===== src/hdl/gdbs_pkg.sv =====
// Shared types, constants and the duty function for the gamepad poll unit.
// No dependencies; imported by gamepad_debounce_backlight_step_unit.
package gdbs_pkg;

  localparam int unsigned ButtonCount = 10;
  localparam int unsigned AxisW       = 12;
  localparam int unsigned LevelW      = 2;
  localparam int unsigned PctW        = 7;
  localparam int unsigned DutyW       = 13;
  localparam int unsigned CfgIdxW     = 3;
  localparam int unsigned CfgDataW    = 12;
  localparam int unsigned InDataW     = 48;
  localparam int unsigned OutDataW    = 32;

  // Button bit positions in the debounced vector
  localparam int unsigned BtnUp    = 0;
  localparam int unsigned BtnRight = 1;
  localparam int unsigned BtnDown  = 2;
  localparam int unsigned BtnLeft  = 3;
  localparam int unsigned BtnPin0  = 4;
  localparam int unsigned BtnStart = 5;

  // Register reset values
  localparam logic [AxisW-1:0]  LowThreshRst  = 12'd1024;
  localparam logic [AxisW-1:0]  HighThreshRst = 12'd3072;
  localparam logic [LevelW-1:0] StartLevelRst = 2'd3;
  localparam logic [LevelW-1:0] LevelRst      = 2'd3;
  localparam logic [PctW-1:0]   PctRst0       = 7'd10;
  localparam logic [PctW-1:0]   PctRst1       = 7'd33;
  localparam logic [PctW-1:0]   PctRst2       = 7'd66;
  localparam logic [PctW-1:0]   PctRst3       = 7'd100;
  localparam logic [PctW-1:0]   PctMax        = 7'd100;

  // Register indexes on the configuration channel
  typedef enum logic [CfgIdxW-1:0] {
    CFG_LOW_THRESH  = 3'd0,
    CFG_HIGH_THRESH = 3'd1,
    CFG_START_LEVEL = 3'd2,
    CFG_PCT_LEVEL0  = 3'd3,
    CFG_PCT_LEVEL1  = 3'd4,
    CFG_PCT_LEVEL2  = 3'd5,
    CFG_PCT_LEVEL3  = 3'd6
  } cfg_idx_e;

  // floor(8191 * pct / 100) = 81*pct + floor(91*pct / 100);
  // the second term uses a reciprocal (5243 / 2^19), exact for 91*pct < 43690.
  function automatic logic [DutyW-1:0] duty_of_pct(input logic [PctW-1:0] pct);
    logic [PctW-1:0] p;
    logic [25:0]     frac;
    logic [DutyW-1:0] base;
    p    = (pct > PctMax) ? PctMax : pct;
    base = DutyW'(p) * 13'd81;
    frac = (26'(p) * 26'd91) * 26'd5243;
    return base + DutyW'(frac >> 19);
  endfunction

endpackage


===== src/hdl/gamepad_debounce_backlight_step_unit.sv =====
// Gamepad poll unit: axis decode, two-sample button debounce, backlight
// level stepping and dimmer fade requests. Depends on gdbs_pkg.
//
// Each accepted input beat is registered into its result beat.
// Throughput: one beat per cycle; the result register frees up in the same
// cycle it is taken, so input is stalled only while the result waits.
// Duty values are recomputed into a per-level table on percent configuration writes.
// Reset (rst_ni low, async): history all ones, buttons released, level 3,
// nothing pending, default thresholds/percentages, output empty.
module gamepad_debounce_backlight_step_unit import gdbs_pkg::*; #(
  parameter int unsigned LEVEL_COUNT = 4
) (
  input  logic                clk_i,
  input  logic                rst_ni,
  // config write channel
  input  logic                cfg_valid_i,
  output logic                cfg_ready_o,
  input  logic [CfgIdxW-1:0]  cfg_index_i,
  input  logic [CfgDataW-1:0] cfg_data_i,
  // input stream
  input  logic                s_axis_tvalid,
  output logic                s_axis_tready,
  // tdata: joy_x[11:0], joy_y[23:12], pin_select[24], pin_start[25], pin_a[26],
  //        pin_b[27], pin_menu[28], pin_volume[29], dimmer_ready[30],
  //        dimmer_duty_now[43:31], zero fill [47:44]
  input  logic [InDataW-1:0]  s_axis_tdata,
  // result stream
  output logic                m_axis_tvalid,
  input  logic                m_axis_tready,
  // tdata: buttons[9:0], backlight_level[11:10], duty_value[24:12],
  //        fade_request[25], save_level[26], zero fill [31:27]
  output logic [OutDataW-1:0] m_axis_tdata
);

  localparam int unsigned LvlIdxW = (LEVEL_COUNT > 1) ? $clog2(LEVEL_COUNT) : 1;
  localparam logic [LevelW-1:0] LevelTop = LevelW'(LEVEL_COUNT - 1);

  // Configuration registers
  logic [AxisW-1:0]  low_thr_q, high_thr_q;
  logic [LevelW-1:0] start_lvl_q;
  logic [DutyW-1:0]  duty_tbl_q [LEVEL_COUNT];

  // Tick state
  logic [1:0]             hist_q [ButtonCount];
  logic [ButtonCount-1:0] deb_q, deb_d;
  logic [LevelW-1:0]      level_q, level_d;
  logic                   pend_q, pend_d;
  logic                   loaded_q;

  // Result register
  logic                   out_vld_q;
  logic [OutDataW-1:0]    out_q, out_d;

  logic in_fire;

  // Unpacked input beat
  logic [AxisW-1:0]       joy_x, joy_y;
  logic [5:0]             pins;
  logic                   dim_ready;
  logic [DutyW-1:0]       dim_duty;
  logic [ButtonCount-1:0] raw;
  logic [LevelW-1:0]      lvl_base, start_clamped;
  logic                   step_down, step_up, save;
  logic                   fade;
  logic [DutyW-1:0]       duty;

  assign cfg_ready_o   = 1'b1;
  assign s_axis_tready = !out_vld_q || m_axis_tready;
  assign in_fire       = s_axis_tvalid && s_axis_tready;
  assign m_axis_tvalid = out_vld_q;
  assign m_axis_tdata  = out_q;

  assign joy_x     = s_axis_tdata[11:0];
  assign joy_y     = s_axis_tdata[23:12];
  assign pins      = s_axis_tdata[29:24];
  assign dim_ready = s_axis_tdata[30];
  assign dim_duty  = s_axis_tdata[43:31];

  // Decode axes and invert active-low pins
  always_comb begin
    raw          = '0;
    raw[BtnUp]   = joy_y > high_thr_q;
    raw[BtnDown] = !raw[BtnUp] && (joy_y > low_thr_q);
    raw[BtnLeft] = joy_x > high_thr_q;
    raw[BtnRight] = !raw[BtnLeft] && (joy_x > low_thr_q);
    raw[ButtonCount-1:BtnPin0] = ~pins;
  end

  // Debounce: two equal samples set the output, mixed samples hold it
  always_comb begin
    deb_d = deb_q;
    for (int i = 0; i < ButtonCount; i++) begin
      if (!hist_q[i][0] && !raw[i]) begin
        deb_d[i] = 1'b0;
      end else if (hist_q[i][0] && raw[i]) begin
        deb_d[i] = 1'b1;
      end
    end
  end

  // Step the backlight level and decide on a fade request
  always_comb begin
    start_clamped = (start_lvl_q > LevelTop) ? LevelTop : start_lvl_q;
    lvl_base  = loaded_q ? level_q : start_clamped;
    step_down = deb_d[BtnStart] && deb_d[BtnDown] && !deb_q[BtnDown];
    step_up   = deb_d[BtnStart] && !step_down && deb_d[BtnUp] && !deb_q[BtnUp];
    save      = step_down || step_up;
    level_d   = lvl_base;
    if (step_down && lvl_base != '0) begin
      level_d = lvl_base - 1'b1;
    end else if (step_up && lvl_base < LevelTop) begin
      level_d = lvl_base + 1'b1;
    end
    if (level_d > LevelTop) begin
      level_d = LevelTop;
    end
    duty   = duty_tbl_q[level_d[LvlIdxW-1:0]];
    pend_d = pend_q || save;
    fade   = 1'b0;
    if (dim_ready) begin
      fade   = pend_d || (dim_duty != duty);
      pend_d = 1'b0;
    end
    out_d = {5'b0, save, fade, duty, level_d, deb_d};
  end

  // Configuration writes; duty is derived once per percent write
  always_ff @(posedge clk_i or negedge rst_ni) begin
    if (!rst_ni) begin
      low_thr_q   <= LowThreshRst;
      high_thr_q  <= HighThreshRst;
      start_lvl_q <= StartLevelRst;
    end else if (cfg_valid_i) begin
      unique case (cfg_index_i)
        CFG_LOW_THRESH:  low_thr_q   <= cfg_data_i;
        CFG_HIGH_THRESH: high_thr_q  <= cfg_data_i;
        CFG_START_LEVEL: start_lvl_q <= cfg_data_i[LevelW-1:0];
        default: ;
      endcase
    end
  end

  for (genvar g = 0; g < LEVEL_COUNT; g++) begin : g_duty
    localparam logic [CfgIdxW-1:0] MyIdx = CfgIdxW'(CFG_PCT_LEVEL0) + CfgIdxW'(g);
    localparam logic [PctW-1:0] PctRst = (g == 0) ? PctRst0 :
                                         (g == 1) ? PctRst1 :
                                         (g == 2) ? PctRst2 : PctRst3;
    always_ff @(posedge clk_i or negedge rst_ni) begin
      if (!rst_ni) begin
        duty_tbl_q[g] <= duty_of_pct(PctRst);
      end else if (cfg_valid_i && cfg_index_i == MyIdx) begin
        duty_tbl_q[g] <= duty_of_pct(cfg_data_i[PctW-1:0]);
      end
    end
  end

  // Advance tick state on each accepted beat
  always_ff @(posedge clk_i or negedge rst_ni) begin
    if (!rst_ni) begin
      for (int i = 0; i < ButtonCount; i++) begin
        hist_q[i] <= 2'b11;
      end
      deb_q    <= '0;
      level_q  <= LevelRst;
      pend_q   <= 1'b0;
      loaded_q <= 1'b0;
    end else if (in_fire) begin
      for (int i = 0; i < ButtonCount; i++) begin
        hist_q[i] <= {hist_q[i][0], raw[i]};
      end
      deb_q    <= deb_d;
      level_q  <= level_d;
      pend_q   <= pend_d;
      loaded_q <= 1'b1;
    end
  end

  // Hold the result beat until taken
  always_ff @(posedge clk_i or negedge rst_ni) begin
    if (!rst_ni) begin
      out_vld_q <= 1'b0;
    end else if (in_fire) begin
      out_vld_q <= 1'b1;
    end else if (m_axis_tready) begin
      out_vld_q <= 1'b0;
    end
  end

  always_ff @(posedge clk_i) begin
    if (in_fire) begin
      out_q <= out_d;
    end
  end

  // A fade request always clears the pending change
  assert property (@(posedge clk_i) disable iff (!rst_ni)
    in_fire && fade |=> !pend_q)
    else $error("pending change survived a fade request");

  // The level never leaves its range
  assert property (@(posedge clk_i) disable iff (!rst_ni)
    loaded_q |-> level_q <= LevelTop)
    else $error("backlight level out of range");

  // Without a step the level only moves on the first tick
  assert property (@(posedge clk_i) disable iff (!rst_ni)
    in_fire && loaded_q && !save |=> $stable(level_q))
    else $error("level changed without a step");

  // After any accepted beat the start level has been taken
  assert property (@(posedge clk_i) disable iff (!rst_ni)
    in_fire |=> loaded_q)
    else $error("start level not loaded");

endmodule

===== config.mk =====
export PLATFORM = sky130hd
export DESIGN_NAME = gamepad_debounce_backlight_step_unit
export DESIGN_NICKNAME = d
export VERILOG_FILES = /design/src/hdl/gdbs_pkg.sv /design/src/hdl/gamepad_debounce_backlight_step_unit.sv
export SDC_FILE = /design/constraint.sdc
export NUM_CORES = 1
export LEC_CHECK = 0
export BUFFER_PORTS_ARGS = -buffer_cell sky130_fd_sc_hd__buf_4
export CAP_MARGIN = 10
export CORE_MARGIN = 10
export CORE_UTILIZATION = 62
export CTS_BUF_LIST = sky130_fd_sc_hd__clkbuf_8
export CTS_CLUSTER_DIAMETER = 120
export CTS_CLUSTER_SIZE = 30
export DETAILED_ROUTE_END_ITERATION = 10
export PLACE_DENSITY = 0.79
export SLEW_MARGIN = 30
export SYNTH_ARGS = -nofsm -noshare
export SYNTH_HDL_FRONTEND = slang
export SYNTH_SLANG_ARGS = --single-unit

===== constraint.sdc =====
create_clock -name clk_i -period 4.36 [get_ports clk_i]
set_input_delay 1.308 -clock clk_i [delete_from_list [all_inputs] [get_ports clk_i]]
set_output_delay 1.308 -clock clk_i [all_outputs]
set_load 0.05 [all_outputs]

; Word level (Yosys, flattened, before mapping)
; Cells that the tools add are included.
[classes]
magnitude_cmp = 9
shifts = 0
multipliers = 3
n_mux = 32
n_bitwise = 2
n_addsub = 3
n_eq_ne = 7
n_reduce_logical = 68
div = 0
[op_table]
columns = op, count
row1 = greater-than comparator 12 bit, 4
row2 = logical AND 1 bit, 34
row3 = binary-select mux 13 bit (select 2 bit), 1
row4 = multiplier 14 x 13 -> 26 bit (second input constant), 1
row5 = 2-to-1 mux 13 bit, 2
row6 = logical NOT 1 bit, 24
row7 = 2-to-1 mux 1 bit, 23
row8 = multiplier 7 x 7 -> 14 bit (second input constant), 1
row9 = adder 13 x 7 -> 13 bit, 1
row10 = multiplier 7 x 7 -> 13 bit (second input constant), 1
row11 = != test 13 bit, 1
row12 = 2-to-1 mux 2 bit, 5
row13 = == test 3 bit (second input constant), 3
row14 = greater-than comparator 7 bit (second input constant), 1
row15 = 2-to-1 mux 7 bit, 1
row16 = == test 3 x 2 -> 1 bit (second input constant), 2
row17 = NOT 6 bit, 1
row18 = AND reduction 2 bit, 3
row19 = greater-than comparator 2 bit (second input constant), 2
row20 = logical OR 1 bit, 4
row21 = nonzero test 2 bit, 2
row22 = == test 3 x 1 -> 1 bit (second input constant), 1
row23 = >= comparator 3 bit (second input constant), 1
row24 = logical NOT 3 bit, 1
row25 = other kinds (4), 4
[totals]
n_memories = 0
ff_bits = 130
mem_bits_rw = 0
latch_bits = 0
mem_bits_ro = 0

; Longest topological paths before layout
[depth]
ltp_word = 23
ltp_mapped = 55
ltp_nobuf = 55

; Worst setup path before layout
; Ideal clock, no wire load.
[synth_path]
path_kind = input-to-reg
startpoint = input cfg_data_i[2]
endpoint = register duty_tbl_q[38] (netlist bit)
t_arrival_ns = 12.884
path_slack_ns = -8.661
stages = 51
cell_sequence = o311ai_0 and2_1 ha_1 ha_1 fa_1 inv_1 fa_1 inv_1 ha_1 a21boi_0 o21ai_0 nand2b_1 a21o_1 a21o_1 a21o_1 a21oi_1 xnor2_1 ha_1 (+15 left out) o21a_1 o31ai_1 xnor2_1 ha_1 ha_1 inv_1 fa_1 inv_1 ha_1 inv_1 o21bai_1 a21oi_1 o21bai_1 a21o_1 a31o_2 a21oi_1 xnor2_1 o21ai_0
[synth_via]
elab_chain_cells = 5
elab_cells_between_ends = 6
cone_classes = add/sub (1) / mul (3) / order compare (1) / mux (1)
[synth_rtl]
columns = element, line
row1 = "start, declared", gamepad_debounce_backlight_step_unit.sv:19  ; input logic [CfgDataW-1:0] cfg_data_i,
row2 = greater-than comparator 7 bit, gdbs_pkg.sv:51  ; p = (pct > PctMax) ? PctMax : pct;
row3 = 2-to-1 mux 7 bit *, gdbs_pkg.sv:51
row4 = multiplier 7 x 7 -> 14 bit, gdbs_pkg.sv:53  ; frac = (26'(p) * 26'd91) * 26'd5243;
row5 = multiplier 14 x 13 -> 26 bit, gdbs_pkg.sv:53
row6 = adder 13 x 7 -> 13 bit *, gdbs_pkg.sv:54  ; return base + DutyW'(frac >> 19);
row7 = "end signal, assigned by index", gamepad_debounce_backlight_step_unit.sv:150  ; duty_tbl_q[g] <= duty_of_pct(PctRst);
row8 = "end signal, assigned by index", gamepad_debounce_backlight_step_unit.sv:152  ; duty_tbl_q[g] <= duty_of_pct(cfg_data_i[PctW-1:0]);
row9 = "end, declared", gamepad_debounce_backlight_step_unit.sv:41  ; logic [DutyW-1:0] duty_tbl_q [LEVEL_COUNT];
; Mark *: on every way between the ends. The rest lies on a longest branch, timed or not.
; A chain may end at the register's enable or synchronous reset.

; Worst setup path after layout
[layout_path]
startpoint = input cfg_data_i[4]
endpoint = register duty_tbl_q[24] (netlist bit)
; The elaborated chain is that of the path after synthesis.

==> impl_metrics.json <==
{
  "outcome": "finished, violations left",
  "failed_checks": "setup timing",
  "dr.pass1.iters": 7,
  "max_freq_ghz": 0.0823,
  "holdCritPathClass": "reg -> reg",
  "required_ns": 4.69,
  "synth_fa_ha_area_share_pct": 33.5,
  "crit_type": "in -> reg",
  "synthSimpleGateAreaFrac_pct": 9.60,
  "synthTopCellsByCount": "ha_1, inv_1, nand2_1",
  "area_delta_synth_final_pct": 32.5,
  "synth_async_sr_flop_share_pct": 79.2,
  "synth_most_common_cell": "ha_1",
  "final-hold-violation-count": 0,
  "synth-edff-count": 27,
  "antenna_found_initial": 0,
  "cp-start-kind": "input port",
  "die_w_um": 159,
  "synth_compound_area_share_pct": 12.3,
  "clk_latency_ns": 0.46,
  "cp-end-kind": "flip-flop",
  "synth_ff_type": "dfrtp_1",
  "drc": 0,
  "fin_nets": 1869,
  "synthDistinctLibCells": 75,
  "pre_cts_ws_ns": -8.25,
  "grt_pass1_wl_um": 52900,
  "crit_path_max_fanout": 4,
  "cap_viol_max_count": 0,
  "synthCells": 1231,
  "dp_hpwl_um": 24600,
  "avgSynthCellArea_um2": 9.80,
  "drive_above_1_share_pct": 35.1,
  "avgViaCountPerCell": 5.90,
  "cts_inserted_buffers": 17,
  "grt_pass1_vias": 10900,
  "synth.top_cell.area_share_pct": 21.6,
  "gp_congestion": 0.936,
  "grt.total_usage_pct": 25.4,
  "tightest_slew_ns": 0.680,
  "muxShareOfSynthArea_pct": 3.56,
  "path_clk_slew_ns": 0.08,
  "chipHeight_um": 159,
  "cp_data_arrival_time_ns": 12.48,
  "fin_worst_skew_ns": 0.0131,
  "slew_headroom_pct": 54.7,
  "yosys.area.top_type": "ha_1",
  "ys_ff_latch": 130,
  "cpMostUsedCell": "fa_1",
  "rows": 50,
  "via_count": 10600,
  "fin_ws_ns": -7.79,
  "syn_area_um2": 12100,
  "wl_per_cell_um": 20.3,
  "grt_setup_unrepaired": "true",
  "cts_tree": "done",
  "fin_crit_sh_pct": 279,
  "synth_top_family_by_area": "adder cells",
  "drt_wl_total_um": 36400,
  "synth_xor_area_share_pct": 5.04,
  "initial_core_util_pct": 63.8,
  "clock-root-buffer": "clkbuf_8",
  "cts_buffer_depth": 2,
  "synth_area_leaders": "ha_1, fa_1, dfrtp_1",
  "finalSetupViolations": 53,
  "max_stage_delay_ns": 0.58,
  "diodes": 0,
  "ys_warn_count": 0,
  "crit_slowest_cell": "fa_1",
  "clock_sinks": 130,
  "period_minus_slack_ns": 12.15,
  "grt_overflow_total": 0,
  "boundaryPins": 103,
  "numPortBuffers": 92,
  "htree_num_levels": 4,
  "core_um2": 18900,
  "grt_max_degree": 52,
  "drtIter0Drc": 834,
  "ant_nets": 0,
  "drv_slew": 0,
  "synth-seq-area-share_pct": 28.6,
  "die-area_um2": 25400
}
critical path: cells and delay by family:
kind | cells | cell delay [ns]
AND/OR/NAND/NOR | 3 | 0.52
AO/OA/AOI/OAI | 20 | 4.10
adder cells (fa/ha/maj) | 14 | 5.15
XOR/XNOR | 3 | 0.56
buffers and inverters | 10 | 0.80
path summary, 6_finish.rpt:
check	start	cells past startpoint	slack [ns]	to
max	cfg_data_i[4]	50	-7.79	duty_tbl_q[24]
min	hist_q[12]	2	0.47	hist_q[12]
max reg2reg	high_thr_q[10]	15	0.27	m_axis_tdata[25]
min reg2reg	hist_q[12]	2	0.47	hist_q[12]
max in group asynchronous	rst_ni	2	2.59	hist_q[18]
min in group asynchronous	rst_ni	1	0.86	low_thr_q[4]
layout by cell type (no fill, tap or decap), types with 5 or more instances in the layout:
| cell | n |
|---|---|
| buf_4 | 283 |
| ha_1 | 181 |
| inv_1 | 178 |
| nand2_1 | 139 |
| fa_1 | 67 |
| o21ai_0 | 53 |
| dfrtp_1 | 53 |
| dfstp_2 | 50 |
| xnor2_1 | 34 |
| a21oi_1 | 31 |
| a21o_1 | 28 |
| ha_4 | 27 |
| edfxtp_1 | 27 |
| o21ai_1 | 26 |
| nor2_1 | 24 |
| clkbuf_8 | 18 |
| o21ai_2 | 16 |
| mux2_2 | 16 |
| xor2_1 | 15 |
| buf_6 | 15 |
| inv_2 | 13 |
| mux2i_1 | 13 |
| nand4_1 | 11 |
| nor2b_1 | 10 |
| nand2b_1 | 10 |
| and2_1 | 9 |
| a21oi_2 | 8 |
| nor3_1 | 8 |
| nand3_1 | 8 |
| xnor2_2 | 7 |
| a211oi_1 | 6 |
| a31oi_1 | 6 |
| conb_1 | 6 |
| clkinv_2 | 6 |
| maj3_1 | 5 |
| mux2i_2 | 5 |
routing by layer:
metal | global-route usage (%) | routed length (µm) | share of wire (%)
met1 | 27.5 | 12900 | 35
met2 | 46.6 | 18700 | 51
met3 | 4.39 | 2540 | 7.0
met4 | 13.1 | 2270 | 6.2
met5 | 0 | 0 | 0
cell families after synthesis:
| group | after synthesis |
|---|---|
| AO/OA/AOI/OAI | 231 |
| flip-flops | 130 |
| other | 2 |
| AND/OR/NAND/NOR | 253 |
| buffers and inverters | 227 |
| XOR/XNOR | 67 |
| adder cells (fa/ha/maj) | 282 |
| multiplexers | 39 |
through the flow:
stage	utilization (%)	instances	cell area, µm²	setup TNS [ns]	hold slack [ns]
floorplan	-	1235	12400	-344.85	0.439
global placement	77.4	1739	14600	-364.15	0.450
detailed placement	77.4	1739	14600	-377.88	0.453
CTS	81.6	1777	15400	-339.41	0.466
global route	84.6	1797	16000	-370.28	0.492
finish	84.6	1797	16000	-354.72	0.467
registers in the layout, indices dropped and copies added (netlist names), 2 cells and up:
signal        cells
low_thr_q        12
hist_q           10
high_thr_q       12
start_lvl_q       2
duty_tbl_q       52
level_q           2
deb_q            10
m_axis_tdata     27
timing repair:
action | 4_1_cts | 5_1_grt
buffers inserted | 12 | 22
endpoints found under the setup margin | 53 | 53
cloned | 0 | 1
pin swaps | 58 | 57
hold buffers | 0 | 0
gates resized for setup | 68 | 78
layout make-up:
| cell class | count | area, µm² |
|---|---|---|
| sequential | 130 | 3450 |
| multi-input combinational | 878 | 8660 |
| clock inverter | 14 | 161 |
| clock buffer | 18 | 248 |
| fill | 980 | 2920 |
| timing repair buffer | 304 | 2400 |
| inverter | 193 | 729 |
| tap | 260 | 325 |
Power is not shown: default switching activity piles up to over one toggle a cycle in this logic, so the estimate is an artifact.
